==> src/hw/rtl/ps2kb_pkg.sv <==
// Shared types, codes and translation tables for the scan code set 1 translator.
// No dependencies; imported by the translator top level and its checker.
`timescale 1ns / 1ps

package ps2kb_pkg;

  // Key kinds reported per step
  localparam logic [2:0] KIND_NONE      = 3'd0;
  localparam logic [2:0] KIND_CHAR      = 3'd1;
  localparam logic [2:0] KIND_BACKSPACE = 3'd2;
  localparam logic [2:0] KIND_ENTER     = 3'd3;
  localparam logic [2:0] KIND_TAB       = 3'd4;

  // Op codes of an input item
  localparam logic OP_BYTE  = 1'b0;
  localparam logic OP_START = 1'b1;

  // Scan codes and keyboard replies
  localparam logic [7:0] CODE_CAPS_LOCK   = 8'h3A;
  localparam logic [7:0] CODE_NUM_LOCK    = 8'h45;
  localparam logic [7:0] CODE_SCROLL_LOCK = 8'h46;
  localparam logic [7:0] CODE_ACK         = 8'hFA;
  localparam logic [7:0] CODE_RESEND      = 8'hFE;
  localparam logic [7:0] CODE_LSHIFT_MAKE = 8'h2A;
  localparam logic [7:0] CODE_RSHIFT_MAKE = 8'h36;
  localparam logic [7:0] CODE_LSHIFT_BRK  = 8'hAA;
  localparam logic [7:0] CODE_RSHIFT_BRK  = 8'hB6;
  localparam logic [7:0] CODE_TAB         = 8'h0F;
  localparam logic [7:0] CODE_BACKSPACE   = 8'h0E;
  localparam logic [7:0] CODE_ENTER       = 8'h1C;
  localparam logic [7:0] CODE_TABLE_LIMIT = 8'h54;

  localparam logic [7:0] LED_CMD = 8'hED;

  localparam logic [2:0] LED_CAPS   = 3'b100;
  localparam logic [2:0] LED_NUM    = 3'b010;
  localparam logic [2:0] LED_SCROLL = 3'b001;

  localparam logic [6:0] CASE_BIT = 7'h20;

  localparam int MAP_SIZE = 84;

  localparam logic [6:0] PLAIN_MAP [0:MAP_SIZE-1] = '{
    7'h00, 7'h00, 7'h31, 7'h32, 7'h33, 7'h34, 7'h35, 7'h36,
    7'h37, 7'h38, 7'h39, 7'h30, 7'h2D, 7'h3D, 7'h00, 7'h00,
    7'h71, 7'h77, 7'h65, 7'h72, 7'h74, 7'h79, 7'h75, 7'h69,
    7'h6F, 7'h70, 7'h5B, 7'h5D, 7'h00, 7'h00,
    7'h61, 7'h73, 7'h64, 7'h66, 7'h67, 7'h68, 7'h6A, 7'h6B,
    7'h6C, 7'h3B, 7'h27, 7'h60, 7'h00, 7'h5C,
    7'h7A, 7'h78, 7'h63, 7'h76, 7'h62, 7'h6E, 7'h6D, 7'h2C,
    7'h2E, 7'h2F, 7'h00, 7'h2A, 7'h00, 7'h20,
    7'h00, 7'h00, 7'h00, 7'h00, 7'h00, 7'h00, 7'h00, 7'h00,
    7'h00, 7'h00, 7'h00, 7'h00, 7'h00,
    7'h37, 7'h38, 7'h39, 7'h2D, 7'h34, 7'h35, 7'h36, 7'h2B,
    7'h31, 7'h32, 7'h33, 7'h30, 7'h2E
  };

  localparam logic [6:0] SHIFT_MAP [0:MAP_SIZE-1] = '{
    7'h00, 7'h00, 7'h21, 7'h40, 7'h23, 7'h24, 7'h25, 7'h5E,
    7'h26, 7'h2A, 7'h28, 7'h29, 7'h5F, 7'h2B, 7'h08, 7'h00,
    7'h51, 7'h57, 7'h45, 7'h52, 7'h54, 7'h59, 7'h55, 7'h49,
    7'h4F, 7'h50, 7'h7B, 7'h7D, 7'h0A, 7'h00,
    7'h41, 7'h53, 7'h44, 7'h46, 7'h47, 7'h48, 7'h4A, 7'h4B,
    7'h4C, 7'h3A, 7'h22, 7'h7E, 7'h00, 7'h7C,
    7'h5A, 7'h58, 7'h43, 7'h56, 7'h42, 7'h4E, 7'h4D, 7'h3C,
    7'h3E, 7'h3F, 7'h00, 7'h2A, 7'h00, 7'h20,
    7'h00, 7'h00, 7'h00, 7'h00, 7'h00, 7'h00, 7'h00, 7'h00,
    7'h00, 7'h00, 7'h00, 7'h00, 7'h00,
    7'h37, 7'h38, 7'h39, 7'h2D, 7'h34, 7'h35, 7'h36, 7'h2B,
    7'h31, 7'h32, 7'h33, 7'h30, 7'h2E
  };

  typedef struct packed {
    logic [2:0] key_kind;
    logic [6:0] char_code;
    logic       tx_valid;
    logic [7:0] tx_byte;
    logic [2:0] lock_leds;
    logic       queue_overflow;
  } result_t;

  // Table lookup plus caps inversion; code must be below the table limit
  function automatic logic [6:0] xlate(input logic [6:0] code, input logic shifted,
                                       input logic caps);
    logic [6:0] c;
    logic       letter;
    c = shifted ? SHIFT_MAP[code] : PLAIN_MAP[code];
    letter = ((c >= 7'h61) && (c <= 7'h7A)) || ((c >= 7'h41) && (c <= 7'h5A));
    if (caps && letter) begin
      c = c ^ CASE_BIT;
    end
    return c;
  endfunction

endpackage

==> src/hw/rtl/ps2_keyboard_scancode_translator.sv <==
// Scan code set 1 translator: shift/lock tracking, ASCII lookup, LED command queue.
// Depends on ps2kb_pkg and ps2kb_ram (two banks of the command queue).
//
//   channel | direction | handshake          | payload
//   --------+-----------+--------------------+-----------------------------------------
//   in      | input     | in_valid/in_ready  | op, scan_code
//   out     | output    | out_valid/out_ready| key_kind, char_code, tx_valid, tx_byte,
//           |           |                    | lock_leds, queue_overflow
//   cfg     | APB       | psel/penable       | initial_lock_leds at byte address 0
//
// One item per cycle: each item is handled in the cycle it is accepted and its
// result lands in the output buffer on that edge. The queue head is prefetched
// from the RAM banks every cycle, with a forward of the write made on the same edge.
// A two-entry output buffer keeps in_ready high while one result waits; the input
// stalls only when both entries are full. Reset is synchronous and empties the queue
// without touching the RAM; no clearing pass is needed.
`timescale 1ns / 1ps

module ps2_keyboard_scancode_translator
  import ps2kb_pkg::*;
#(
  parameter int QUEUE_DEPTH = 16
) (
  input  logic        clk,
  input  logic        rst,
  input  logic        in_valid,
  output logic        in_ready,
  input  logic        op,
  input  logic [7:0]  scan_code,
  output logic        out_valid,
  input  logic        out_ready,
  output logic [2:0]  key_kind,
  output logic [6:0]  char_code,
  output logic        tx_valid,
  output logic [7:0]  tx_byte,
  output logic [2:0]  lock_leds,
  output logic        queue_overflow,
  input  logic        psel,
  input  logic        penable,
  input  logic        pwrite,
  input  logic [2:0]  paddr,
  input  logic [31:0] pwdata,
  output logic [31:0] prdata,
  output logic        pready
);

  // Physical ring is a power of two of at least four, split into even/odd banks
  localparam int PTR_W      = ($clog2(QUEUE_DEPTH) > 2) ? $clog2(QUEUE_DEPTH) : 2;
  localparam int BANK_AW    = PTR_W - 1;
  localparam int BANK_DEPTH = 1 << BANK_AW;
  localparam int COUNT_W    = $clog2(QUEUE_DEPTH + 1);

  localparam logic [COUNT_W-1:0] CNT_DEPTH    = COUNT_W'(QUEUE_DEPTH);
  localparam logic [COUNT_W-1:0] CNT_DEPTH_M1 = COUNT_W'(QUEUE_DEPTH - 1);
  localparam logic               REG_INIT_LEDS = 1'b0;

  // Architectural state
  logic [2:0]         init_leds;
  logic               shift_held;
  logic [2:0]         led_bits;
  logic               awaiting_ack;
  logic [7:0]         pending_byte;
  logic [PTR_W-1:0]   queue_head;
  logic [COUNT_W-1:0] queue_count;

  logic               shift_held_next;
  logic [2:0]         led_bits_next;
  logic               awaiting_ack_next;
  logic [7:0]         pending_byte_next;
  logic [PTR_W-1:0]   queue_head_next;
  logic [COUNT_W-1:0] queue_count_next;

  // Head prefetch forwarding
  logic               fwd_valid;
  logic [7:0]         fwd_data;
  logic               fwd_valid_next;
  logic [7:0]         fwd_data_next;

  // Output buffer
  result_t            out_main;
  result_t            out_skid;
  logic               skid_valid;

  logic               accept;
  logic               out_xfer;
  result_t            res;

  logic [PTR_W-1:0]   head0;
  logic [COUNT_W-1:0] cnt0;
  logic [COUNT_W-1:0] cnt1;
  logic [PTR_W-1:0]   tail0;
  logic [PTR_W-1:0]   tail1;
  logic               push_pair;
  logic               push0;
  logic               push1;
  logic               pop;
  logic [7:0]         pop_byte;
  logic [7:0]         head_data;
  logic [7:0]         led_byte;
  logic [6:0]         ch;

  logic               bank_we    [2];
  logic [BANK_AW-1:0] bank_waddr [2];
  logic [7:0]         bank_wdata [2];
  logic [7:0]         bank_rdata [2];
  logic [PTR_W-1:0]   rd_ptr;

  assign accept   = in_valid && in_ready;
  assign out_xfer = out_valid && out_ready;
  assign in_ready = !skid_valid;

  assign head_data = fwd_valid ? fwd_data : bank_rdata[queue_head[0]];

  always_comb begin
    shift_held_next   = shift_held;
    led_bits_next     = led_bits;
    awaiting_ack_next = awaiting_ack;
    pending_byte_next = pending_byte;
    head0             = queue_head;
    cnt0              = queue_count;
    push_pair         = 1'b0;
    res               = '0;
    ch                = 7'd0;

    if (op == OP_START) begin
      led_bits_next     = init_leds;
      shift_held_next   = 1'b0;
      awaiting_ack_next = 1'b0;
      head0             = '0;
      cnt0              = '0;
      push_pair         = 1'b1;
    end else begin
      unique case (scan_code)
        CODE_CAPS_LOCK: begin
          led_bits_next = led_bits ^ LED_CAPS;
          push_pair     = 1'b1;
        end
        CODE_NUM_LOCK: begin
          led_bits_next = led_bits ^ LED_NUM;
          push_pair     = 1'b1;
        end
        CODE_SCROLL_LOCK: begin
          led_bits_next = led_bits ^ LED_SCROLL;
          push_pair     = 1'b1;
        end
        CODE_ACK: awaiting_ack_next = 1'b0;
        CODE_RESEND: begin
          if (awaiting_ack) begin
            res.tx_valid = 1'b1;
            res.tx_byte  = pending_byte;
          end
        end
        CODE_LSHIFT_MAKE, CODE_RSHIFT_MAKE: shift_held_next = 1'b1;
        CODE_LSHIFT_BRK, CODE_RSHIFT_BRK:   shift_held_next = 1'b0;
        CODE_TAB:       res.key_kind = KIND_TAB;
        CODE_BACKSPACE: res.key_kind = KIND_BACKSPACE;
        CODE_ENTER:     res.key_kind = KIND_ENTER;
        default: begin
          if (scan_code < CODE_TABLE_LIMIT) begin
            ch = xlate(scan_code[6:0], shift_held, (led_bits & LED_CAPS) != 3'b000);
            res.char_code = ch;
            res.key_kind  = (ch != 7'd0) ? KIND_CHAR : KIND_NONE;
          end
        end
      endcase
    end

    // Push the LED pair; the LED byte is lost when only one place is left
    led_byte = {5'b0, led_bits_next};
    push0    = push_pair && (cnt0 < CNT_DEPTH);
    push1    = push_pair && (cnt0 < CNT_DEPTH_M1);
    res.queue_overflow = push_pair && !push1;
    cnt1  = cnt0 + COUNT_W'(push0) + COUNT_W'(push1);
    tail0 = head0 + PTR_W'(cnt0);
    tail1 = tail0 + PTR_W'(1);

    // Send the head byte; an empty queue before the push means it is the command
    pop      = !awaiting_ack_next && (cnt1 != '0);
    pop_byte = (cnt0 == '0) ? LED_CMD : head_data;
    queue_head_next  = head0;
    queue_count_next = cnt1;
    if (pop) begin
      pending_byte_next = pop_byte;
      queue_head_next   = head0 + PTR_W'(1);
      queue_count_next  = cnt1 - COUNT_W'(1);
      awaiting_ack_next = 1'b1;
      res.tx_valid      = 1'b1;
      res.tx_byte       = pop_byte;
    end
    res.lock_leds = led_bits_next;
  end

  // Bank tail0[0] takes the command byte, the other bank the LED byte
  always_comb begin
    bank_we[0]    = accept && (tail0[0] ? push1 : push0);
    bank_waddr[0] = tail0[0] ? tail1[PTR_W-1:1] : tail0[PTR_W-1:1];
    bank_wdata[0] = tail0[0] ? led_byte : LED_CMD;
    bank_we[1]    = accept && (tail0[0] ? push0 : push1);
    bank_waddr[1] = tail0[0] ? tail0[PTR_W-1:1] : tail1[PTR_W-1:1];
    bank_wdata[1] = tail0[0] ? LED_CMD : led_byte;

    rd_ptr         = accept ? queue_head_next : queue_head;
    fwd_valid_next = bank_we[rd_ptr[0]] && (bank_waddr[rd_ptr[0]] == rd_ptr[PTR_W-1:1]);
    fwd_data_next  = bank_wdata[rd_ptr[0]];
  end

  for (genvar b = 0; b < 2; b++) begin : g_bank
    ps2kb_ram #(
      .WIDTH (8),
      .DEPTH (BANK_DEPTH)
    ) u_bank (
      .clk   (clk),
      .we    (bank_we[b]),
      .waddr (bank_waddr[b]),
      .wdata (bank_wdata[b]),
      .raddr (rd_ptr[PTR_W-1:1]),
      .rdata (bank_rdata[b])
    );
  end

  always_ff @(posedge clk) begin
    if (rst) begin
      shift_held   <= 1'b0;
      led_bits     <= 3'b000;
      awaiting_ack <= 1'b0;
      pending_byte <= 8'h00;
      queue_head   <= '0;
      queue_count  <= '0;
      fwd_valid    <= 1'b0;
    end else begin
      fwd_valid <= fwd_valid_next;
      if (accept) begin
        shift_held   <= shift_held_next;
        led_bits     <= led_bits_next;
        awaiting_ack <= awaiting_ack_next;
        pending_byte <= pending_byte_next;
        queue_head   <= queue_head_next;
        queue_count  <= queue_count_next;
      end
    end
    fwd_data <= fwd_data_next;
  end

  // Two-entry output buffer
  always_ff @(posedge clk) begin
    if (rst) begin
      out_valid  <= 1'b0;
      skid_valid <= 1'b0;
    end else begin
      if (out_xfer) begin
        if (skid_valid) begin
          out_main   <= out_skid;
          skid_valid <= 1'b0;
        end else if (accept) begin
          out_main <= res;
        end else begin
          out_valid <= 1'b0;
        end
      end else if (accept) begin
        if (!out_valid) begin
          out_main  <= res;
          out_valid <= 1'b1;
        end else begin
          out_skid   <= res;
          skid_valid <= 1'b1;
        end
      end
    end
  end

  assign key_kind       = out_main.key_kind;
  assign char_code      = out_main.char_code;
  assign tx_valid       = out_main.tx_valid;
  assign tx_byte        = out_main.tx_byte;
  assign lock_leds      = out_main.lock_leds;
  assign queue_overflow = out_main.queue_overflow;

  // Configuration port
  always_ff @(posedge clk) begin
    if (rst) begin
      init_leds <= 3'b000;
    end else if (psel && penable && pwrite && pready && (paddr[2] == REG_INIT_LEDS)) begin
      init_leds <= pwdata[2:0];
    end
  end

  assign pready = 1'b1;
  assign prdata = (paddr[2] == REG_INIT_LEDS) ? {29'b0, init_leds} : 32'h0;

endmodule

==> src/hw/rtl/ps2kb_ram.sv <==
// Generic single-write, single-read RAM with registered read data (read-old).
// No dependencies.
`timescale 1ns / 1ps

module ps2kb_ram #(
  parameter int WIDTH = 8,
  parameter int DEPTH = 8
) (
  input  logic                     clk,
  input  logic                     we,
  input  logic [$clog2(DEPTH)-1:0] waddr,
  input  logic [WIDTH-1:0]         wdata,
  input  logic [$clog2(DEPTH)-1:0] raddr,
  output logic [WIDTH-1:0]         rdata
);

  logic [WIDTH-1:0] mem [DEPTH];

  always_ff @(posedge clk) begin
    if (we) begin
      mem[waddr] <= wdata;
    end
    rdata <= mem[raddr];
  end

endmodule

==> config.mk <==
export PLATFORM = sky130hd
export DESIGN_NAME = ps2_keyboard_scancode_translator
export DESIGN_NICKNAME = d
export VERILOG_FILES = /design/src/hw/rtl/ps2kb_pkg.sv /design/src/hw/rtl/ps2_keyboard_scancode_translator.sv /design/src/hw/rtl/ps2kb_ram.sv
export SDC_FILE = /design/constraint.sdc
export NUM_CORES = 1
export LEC_CHECK = 0
export BUFFER_PORTS_ARGS = -buffer_cell sky130_fd_sc_hd__buf_2
export CAP_MARGIN = 20
export CORE_UTILIZATION = 55
export DETAILED_ROUTE_END_ITERATION = 8
export PLACE_DENSITY = 0.75
export SYNTH_ARGS = -nofsm -noshare
export SYNTH_HDL_FRONTEND = slang
export SYNTH_HIERARCHICAL = 1
export SYNTH_SLANG_ARGS = --single-unit
==> constraint.sdc <==
create_clock -name clk -period 5.15 [get_ports clk]
set_clock_uncertainty 0.15 [all_clocks]
set_input_delay 0 -clock clk [delete_from_list [all_inputs] [get_ports clk]]
set_output_delay 0 -clock clk [all_outputs]
set_load 0.005 [all_outputs]
Word level (Yosys, flattened, before mapping):

Memory sizes are Yosys's and may differ from the RTL's. A register that Yosys moved wholly into a read port is not among the register bits.
Index checks and enable logic that the tools add are counted.

* $add $sub $neg: 6
* $lt $le $gt $ge: 10
* equal/unequal tests: 16
* muxes and demuxes: 65
* bitwise operators: 10
* reduce and logical (&&, ||, !) cells: 37

Operators by type and width (count)
* $mux W23: 5
* $mux W8: 11
* $mux W7: 9
* $eq A8 B8 Y1 const B: 4
* $mux W9: 3
* $eq A8 B6 Y1 const B: 3
* $mux W3: 7
* $mux W1: 20
* $mux W19: 1
* $eq A8 B4 Y1 const B: 2
* $eq A8 B7 Y1 const B: 2
* $logic_and A1 B1 Y1: 15
* $ge A7 B7 Y1 const B: 2
* $le A7 B7 Y1 const B: 2
* $mux W4: 3
* $pmux W3 S4: 1
* $reduce_or A12 Y1: 1
* $add A5 B1 Y5: 2
* $mux W5: 2
* $pmux W3 S3: 1
* $reduce_or A9 Y1: 1
* $add A4 B1 Y4 const B: 2
* $eq A8 B5 Y1 const B: 1
* $ge A8 B8 Y1 const B: 1
* 26 further kinds: 43

* register bits: 82
* RAM bits: 128
* bits in read-only memories: 1792
* bits of input ports: 51
* output and inout port bits: 58
* logic and storage cells: 171
* memories: 4

Memory list
* (no name shown): words 128, width 7, read ports 1, clocked after memory_dff 0, write ports 0, line ps2kb_pkg.sv:87 `c = shifted ? SHIFT_MAP[code] : PLAIN_MAP[code];`
* (no name shown): words 128, width 7, read ports 1, clocked after memory_dff 0, write ports 0, line ps2kb_pkg.sv:87
* g_bank[0].u_bank.mem: words 8, width 8, read ports 1, clocked after memory_dff 1, write ports 1, line ps2kb_ram.sv:17 `logic [WIDTH-1:0] mem [DEPTH];`
* g_bank[1].u_bank.mem: words 8, width 8, read ports 1, clocked after memory_dff 1, write ports 1, line ps2kb_ram.sv:17

Longest topological paths before layout:

Gate-level depths: netlist of run 1.

* depth after elaboration: 22
* depth in mapped cells: 20
* gate-level depth less buffers: 16

Hierarchy:

Netlist of run 1, hierarchy kept.

Modules (own cells, without submodules)
* ps2_keyboard_scancode_translator: times used 1, cells each 663, area an instance 5805.6 sq um, seq. area each 2021.9 sq um
* ps2kb_ram: times used 2, cells each 114, area an instance 2691.3 sq um, seq. area each 2082.0 sq um

Least setup slack after synthesis of run 1:

Ideal clock, no wire load.

* path type: input to register
* start: input op
* end: memory g_bank[1].u_bank.mem[0][0], enable pin
* setup time: 0.383 ns
* arrival: 3.833 ns
* data required time: 4.617 ns
* slack: 0.783 ns
* stages: 9
* buffers on the path: 3
* path through: buf_1 -> clkbuf_1 -> clkbuf_1 -> nor2b_1 -> ha_1 -> clkinv_1 -> ha_1 -> or2_2 -> nor3_1

RTL lines
* from (decl): line ps2_keyboard_scancode_translator.sv:28 `input logic op,`
* to (decl): line ps2kb_ram.sv:17

Worst setup path in the final report of run 1:

* start: input scan_code[4]
* end: register g_bank[0].u_bank.rdata[3], read port of g_bank[0].u_bank.mem

* longest elaborated chain between the ends: 11
* elaborated cells on any way between the ends: 18
* classes of those cells: add/sub: 2; eq/ne: 4; mux: 6; reduce/logical: 6

Ends and longest elaborated chain
* from (decl): line ps2_keyboard_scancode_translator.sv:29 `input logic [7:0] scan_code,`
* $eq A8 B7 Y1 or $eq A8 B6 Y1 (tied branches): line ps2_keyboard_scancode_translator.sv:133 `unique case (scan_code)`
* $reduce_or A3 Y1 (no source line)
* $mux W1: line ps2_keyboard_scancode_translator.sv:133
* $mux W1: line ps2_keyboard_scancode_translator.sv:125 `if (op == OP_START) begin`
* $logic_and A1 B1 Y1: line ps2_keyboard_scancode_translator.sv:170 `push0 = push_pair && (cnt0 < CNT_DEPTH);`
* $add A5 B1 Y5 (2 in series): line ps2_keyboard_scancode_translator.sv:173 `cnt1 = cnt0 + COUNT_W'(push0) + COUNT_W'(push1);`
* $reduce_bool A5 Y1: line ps2_keyboard_scancode_translator.sv:178 `pop = !awaiting_ack_next && (cnt1 != '0);`
* $logic_and A1 B1 Y1 (*): line ps2_keyboard_scancode_translator.sv:178
* $mux W4 (*): line ps2_keyboard_scancode_translator.sv:182 `if (pop) begin`
* $mux W4 (*)
* via rd_ptr[1]: line ps2_keyboard_scancode_translator.sv:106 `logic [PTR_W-1:0] rd_ptr;`
* to (decl): line ps2kb_ram.sv:14 `output logic [WIDTH-1:0] rdata`

The timed path passes the listed nets; every way through them passes the cells marked *.
A chain may end at the register's enable or synchronous reset.

==> results of run 1 <==
==> cells in the mapped netlist (13+ instances only) <==
cell,instances
buf_4,32
nand2_1,51
clkbuf_1,25
mux2i_1,24
mux4_1,30
nor2_1,79
mux2_2,29
edfxtp_1,174
a211oi_1,13
nor3_1,15
nor2b_1,35
dfxtp_1,48
a21oi_1,31
o21ai_0,30
buf_2,20
nand2b_1,17
ha_1,20
inv_1,22
==> per-layer routing <==
metal / wire length [um] / vias up / GRT usage [%]
li1: - / 3476 / -
met3: 1501 / 53 / 3.278
met2: 11330 / 293 / 38.99
met5: 0 / - / 0
met4: 707 / 0 / 8.033
met1: 9902 / 3583 / 30.63
==> cell type report <==
cell class              count  area, sq um
repair buffers             97        695.7
clock inverters             5        48.80
fillers                  1497         7172
inverters                  26        97.59
flip-flops and latches    222         6186
multi-input cells         600         4547
well taps                 265        331.6
clock buffers              35        639.4
==> kinds of logic after synthesis <==
group	synth area share [%]
adders and majority gates	2.595
muxes	12.72
other	0.06712
xor gates and xnor gates	1.398
DFF	55.29
and+or+nand+nor	11.97
buffers and inverters	5.648
AOI/OAI and AO/OA	10.32
==> placed cells by master (no fill, tap or decap), types with 5 or more instances in the layout <==
master / n
a311oi_1: 5
mux2_2: 29
and2_1: 5
conb_1: 46
clkbuf_16: 22
buf_4: 28
ha_1: 20
nand4_1: 5
o21ai_0: 30
mux2i_1: 24
clkbuf_1: 9
buf_2: 47
a21o_1: 5
nor3_1: 14
nand3_1: 12
o211ai_1: 5
and3_1: 12
dlygate4sd3_1: 19
mux4_1: 30
a211oi_1: 13
a22o_1: 8
nand2_1: 51
nand2b_1: 17
xnor2_1: 12
a31oi_1: 11
nor2_1: 79
edfxtp_1: 174
a2111oi_0: 7
dfxtp_1: 48
a21oi_1: 31
inv_1: 22
clkinv_1: 5
nor2b_1: 35
==> sequential cells by signal, summed over array words and instances, names as in the netlist, 4 cells and up <==
name and count:
char_code 7, tx_byte 8, out_skid 23, g_bank.u_bank/rdata 16, queue_count 5, g_bank.u_bank/mem 128
queue_head 4, pending_byte 8, fwd_data 4
==> power breakdown <==
group          leakage, uW  switching, uW  total, uW  internal, uW
registers          0.00198           40.4       2100          2050
logic              0.00231            336        566           229
clock network     0.000327            636       1490           856
total              0.00462           1010       4150          3140
==> metrics by stage <==
step           hold WS, ps  setup slack, ps  util, %  power (uW)
3_3_place_gp         86.90            610.6    59.17        2666
6_report             35.56            448.7    63.63        4153
2_1_floorplan       -119.8            783.4        -        2540
3_5_place_dp         92.71            490.4    59.17        2680
4_1_cts              17.11            487.5    63.63        4168
5_1_grt              50.32            57.23    63.63        4315
==> worst register-to-register path, cell delays in order, from the launching register on <==
cell,delay (ps)
dfxtp_1,400
nor2b_1,360
and4_1,390
nor2b_1,110
fa_1,430
ha_1,310
inv_1,80
ha_1,190
o2111ai_1,250
and2_1,240
o21ai_0,180
a22o_2,330
buf_12,190
mux4_1,620
mux2_2,290
==> how the worst min path moves through the flow <==
| stage | start | end | slack (ps) | cells past startpoint |
|---|---|---|---|---|
| floorplan | paddr[2] | prdata[0] | -120 | 1 |
| global placement | pwdata[1] | init_leds[1] | 90 | 3 |
| detailed placement | pwdata[1] | init_leds[1] | 90 | 3 |
| CTS | scan_code[3] | out_skid[22] | 20 | 4 |
| global route | scan_code[3] | out_skid[22] | 50 | 4 |
| finish | scan_code[3] | out_skid[22] | 40 | 4 |
==> repair_timing <==
action | 4_1_cts | 5_1_grt
hold buffers | 19 | 0
setup buffers | 0 | 0
hold endpoints to repair | 40 | 0
==> results list, run 1 <==
- Maximum number of pins on one net before global-route repair: 37
- The die covers about 21000 sq um.
- Worst reg2reg setup slack: 530 ps
- Clock root buffer: clkbuf_16
- Standard-cell rows: 51
* Area growth syn-to-layout: 12.13%
* Width of the die: 144.6 um
* Top fanout value on the critical path: 12
- After clock tree synthesis, the clock-pin slew on the worst setup and hold paths is 60 ps.
- Kind of path behind the tightest hold check: primary input to flip-flop
- Initial Util: 56.74%
- Of the post-synthesis cell area, the dominant cell type holds 46.70%.
- Max-cap violations in this run came to 0.
- STA classifies the critical path startpoint as a primary input.
* Clock tree from TritonCTS: done
* Number of distinct library cells after synthesis: 76
* Total Routing Usage GR: 23.14%
- Post-route standard cell area excluding fillers: 12550 sq um
- CTS built an H-tree with a depth of 1.
* Final total negative setup slack: 0 ps
- The critical path in this run is classified as primary input to flip-flop.
* Arrival time at the worst endpoint: between 4000 and 5000 ps
- The critical path runs through a total of 18 cells.
* Synth Area per Inst: 12.56 sq um
- Required time of the worst setup path: 5390 ps
- At the pin with the least slew margin, the transition time is 1018 ps.
* Fraction of final layout cells sized beyond drive strength 1: between 10% and 20%
* Mapped cell area: 11190 sq um
- The final layout contains routed wiring with a total length of around 23000 um.
- Number of cell instances on the worst register-to-register path: 14
- Crit path capture: g_bank[0].u_bank/rdata[3]
- Max clock buf depth: 3
- Yosys synthesis warning count: 6
- In this run the power density over the cells is about 330 nW/um^2.
- Synth Instances: 891
- IR drop worst, VDD: 0.0003222 V
* Critical-path cell with the highest stage delay: mux4_1
* PortBufs: 47
- The placed instances occupy a cell area of 11670 sq um.
* Count of state elements after synthesis: 222
* CP Cell Sequence: dlygate4sd3_1 -> buf_2 -> nand2_1 -> nor4_1 -> o22a_1 -> a21o_1 -> nor2b_1 -> fa_1 -> ha_1 -> nand3_1 -> xnor2_1 -> o2111ai_1 -> and2_1 -> o21ai_0 -> a22o_2 -> buf_12 -> mux4_1 -> mux2_2
* Iter 0 DRT Violations: 616
* Weighted congestion reported at the end of routability-driven placement: 0.9470
- After layout, the worst path uses 91.29% of the clock period.
- After global routing the overflow that remains totals 0.
- The startpoint identified for the worst register-to-register timing path is queue_count[1].
- Die Y: 144.6 um
- Final critical path time including I/O delays and setup: between 4000 and 5000 ps
* Number of enable-type register cells in the synthesized netlist: between 150 and 200
* Diode insertion count for antenna repair: 0
- Setup violations remaining at the end of the flow were counted as 0.
- Pins Over Slew Limit: 0
* Sink count of the clock tree: about 220
- The endpoint identified for the worst register-to-register timing path is g_bank[0].u_bank/rdata[3].
- The detailed router placed between 7000 and 8000 vias in this run.
- Final routed DRC violation total: 0
- In this run the remaining antenna-violating nets after routing total 0.
- DP Cell Count: 1191
- Number of standard cells in the final layout excluding fillers: between 1000 and 1500
* Category of cells accounting for the largest share of critical-path delay: compound AO/OA/AOI/OAI gates
- Setup repair after global routing left no endpoint under its margin.
- STA classifies the critical path endpoint as a flip-flop.
* Source-to-sink clock delay at the later pin of the worst-skew pair: between 500 and 600 ps
* Global-route wire length before repair: ~37000 um
- Yosys top cell by area: edfxtp_1
* Final Hold Violating Endpoints: 0
* Most common flop cell mapped by yosys: edfxtp_1
* Count of buffer and inverter cells on the critical path: 3
* Pleak: 0.004621 uW
- Worst max-slew margin expressed relative to the limit: between 30% and 40%
- Result of the run: finished, final reports clean
- In this run, post-CTS repair resized a total of 0 instances.
- After synthesis, flip-flops and latches occupy 55.29% of the total area.
- Crit path launch: scan_code[4]
- Sorting the synthesized cells by area gives the leading types as edfxtp_1 47%, dfxtp_1 8.6%, mux4_1 7.0%.
- Derived from the worst setup path, the maximum achievable clock frequency is 212.7 MHz.
* Number of CTS-inserted buffers: 22
- Delay of the slowest critical-path stage: 620 ps
* Floorplan core area: 19720 sq um
- At the end of the flow, the number of nets in the layout was 1042.
* Initial antenna violation count: 1
- During I/O placement, the number of pins put on the boundary was 109.
* DPL Wire Length: about 16000 um
- After detailed routing, the average wire length per cell comes to 18.75 um.
- Number of global-route vias before repair: 7028
- In the routed layout, each cell is associated on average with a via count of 5.924.
* Initial DRT Pass Iterations: 5
* Async S/R FF share, synth: 0%
No activity file was read; power rests on OpenSTA's default activity.
==> run 2: changes to the inputs <==
- BUFFER_PORTS_ARGS: -buffer_cell sky130_fd_sc_hd__buf_2 -> -buffer_cell sky130_fd_sc_hd__buf_4
==> results list, run 2 (synthesis gave the netlist of run 1 again) <==
- Result of the run: finished, final reports clean
* Width of the die: 144.6 um
- Entering global routing, the biggest net connects 51 pins.
- In the global route stage, met2 resource usage came out at 39.27%.
- In the global route stage, met3 resource usage came out at 3.609%.
- Register with the most flip-flops: g_bank.u_bank/mem
- Global routing's busiest layer: met2
* Total Routing Usage GR: 23.53%
- Maxcap violations: 0
- Remaining global-route overflow: 0
- IR drop worst, VDD: roughly 0.0003 V
* Max FFs per register: 128
- Number of buffers inserted by post-CTS setup repair: 0
- The via count of the first global-routing pass is between 6000 and 7000.
* Clock root buffer: clkbuf_16
- Iter 0 DRT Violations: 719
- Final count of negative-setup-slack endpoints: 0
- Final Hold Violating Endpoints: 0
- Weighted congestion reported at the end of routability-driven placement: roughly 0.9
* DR vias: 7345
* Final routed DRC violation total: 0
- With fillers left out, the area of the finished cells amounts to 12660 sq um.
- CTS hold repair buffers: 19
- No sink is reached through more buffers than the 3 on the longest clock path.
- Die Y: 144.6 um
* Global-route wire length before repair: 37490 um
* Kind of path behind the tightest hold check: primary input to output pin
- For this run, the share of the core covered by cells in the final layout is 64.22%.
* CP startpoint kind: primary input
* Initial DRT Pass Iterations: 5
- Floorplan core area: a little under 20000 sq um
- Worst setup path category: primary input to flip-flop
* Leading cell type in the layout, fill and taps excluded: edfxtp_1
- # IOs: 109
- Arrival time at the worst endpoint: 4970 ps
- Once detail routing completed, the nets flagged for antenna violations numbered 0.
- Type of element capturing the critical path: flip-flop
- After detailed routing, the average wire length per cell comes to 19.23 um.
* Timing-limited maximum frequency: approximately 210 MHz
* Detailed-route wire length: about 24000 um
- Summing internal, switching and leakage power gives 4261 uW.
- Standard-cell rows: 51
- Relative to the synthesized area, the layout overhead comes to 13.17%.
- Diode insertion count for antenna repair: 0
- For the final routed database, the setup TNS stands at 0 ps.
- Nets: 1036
- RSZ-0062 raised after global routing: no
* Source-to-sink clock delay at the later pin of the worst-skew pair: 520 ps
* Instance area at placement: 11740 sq um
* Clock transition time at the flip-flop clock pins of the worst setup and hold paths: 60 ps
- Data on the critical path is required at its endpoint by 5390 ps.
- Gates resized during post-CTS repair numbered 0.
- CTS saw approximately 220 sinks.
- In this run the number of H-tree levels came out at 1.
* Pleak: 0.004670 uW
* PortBufs: between 40 and 50
- Ratio of final minimum period to clock period: approximately nine tenths
* Top fanout value on the critical path: 21
- Once detailed placement completed, the half-perimeter wirelength came to 15580 um.
* Commonest non-fill, non-tap cells in the layout: 174 x edfxtp_1, 79 x nor2_1, 69 x buf_4
- Fraction of final layout cells sized beyond drive strength 1: 15.63%
* Initial Util: ~57%
* Number of CTS-inserted buffers: 22
* Final critical path time including I/O delays and setup: 4730 ps
- The initial antenna violation count came to 0.
- Counting cells, the worst reg-to-reg path comes to 14.
- The number of max-slew violations in the final report was 0.
- Die area: 20920 sq um
* Regs by FF count: g_bank.u_bank/mem: 128 flops, out_skid: 23 flops, g_bank.u_bank/rdata: 16 flops
- Counting instances, the worst hold path has a depth of 3.
- Actual slew at the worst max-slew pin: 1100 ps
- Met1 capacity usage during global routing: 32.09%
* Worst max-slew margin expressed relative to the limit: 26.65%
- For this design the ratio of total power to cell area is 336.5 nW/um^2.
- TritonCTS built the clock tree.
- Dividing the detail-routed via count by the number of cells gives approximately 5.9.
[run 2: area by class of cell]
class                      count  area, sq um
clock inverter                15        170.2
sequential                   222         6186
fill                        1431         7056
clock buffer                  25        561.8
inverter                      26        97.59
timing repair buffer          91        768.2
multi-input combinational    600         4547
tap                          265        331.6
[run 2: metrics by stage]
stage / std cells / hold slack, ps / setup slack [ps]
6_report: 1244 / 103.0 / 419.9
5_1_grt: 1244 / 125.8 / 249.5
4_1_cts: 1244 / 99.39 / 480.6
3_5_place_dp: 1185 / 95.33 / 460.7
3_3_place_gp: 1185 / 80.59 / 528.8
2_1_floorplan: 935 / -119.8 / 783.4
[run 2: final timing paths]
path / slack, ps / to / startpoint
max: 420 / g_bank[0].u_bank/rdata[2] / scan_code[6]
min: 100 / prdata[0] / paddr[2]
max reg2reg: 470 / g_bank[0].u_bank/rdata[2] / queue_count[1]
min reg2reg: 330 / queue_count[1] / queue_count[1]
[run 2: metal layers]
layer | vias to the layer above | share of wire [%]
met5 | - | 0
li1 | 3451 | -
met2 | 313 | 48
met4 | 0 | 2.5
met3 | 53 | 6.3
met1 | 3528 | 43
[run 2: critical path, stage by stage]
cell	delay, ps
dlygate4sd3_1	540
buf_4	210
nor4b_1	160
and3_1	230
o22a_1	260
a21o_1	240
nor2b_1	150
fa_1	420
ha_1	310
inv_1	90
ha_1	200
o2111ai_1	250
and2_1	240
o21ai_0	150
a22o_2	340
buf_12	220
mux4_1	650
mux2_2	290
[run 2: power by group]
part	leakage, uW	total (uW)	internal (uW)	switching (uW)
clock network	0.000362	1590	941	650
registers	0.00198	2100	2060	40.7
logic	0.00233	575	237	338
total	0.00467	4260	3230	1030
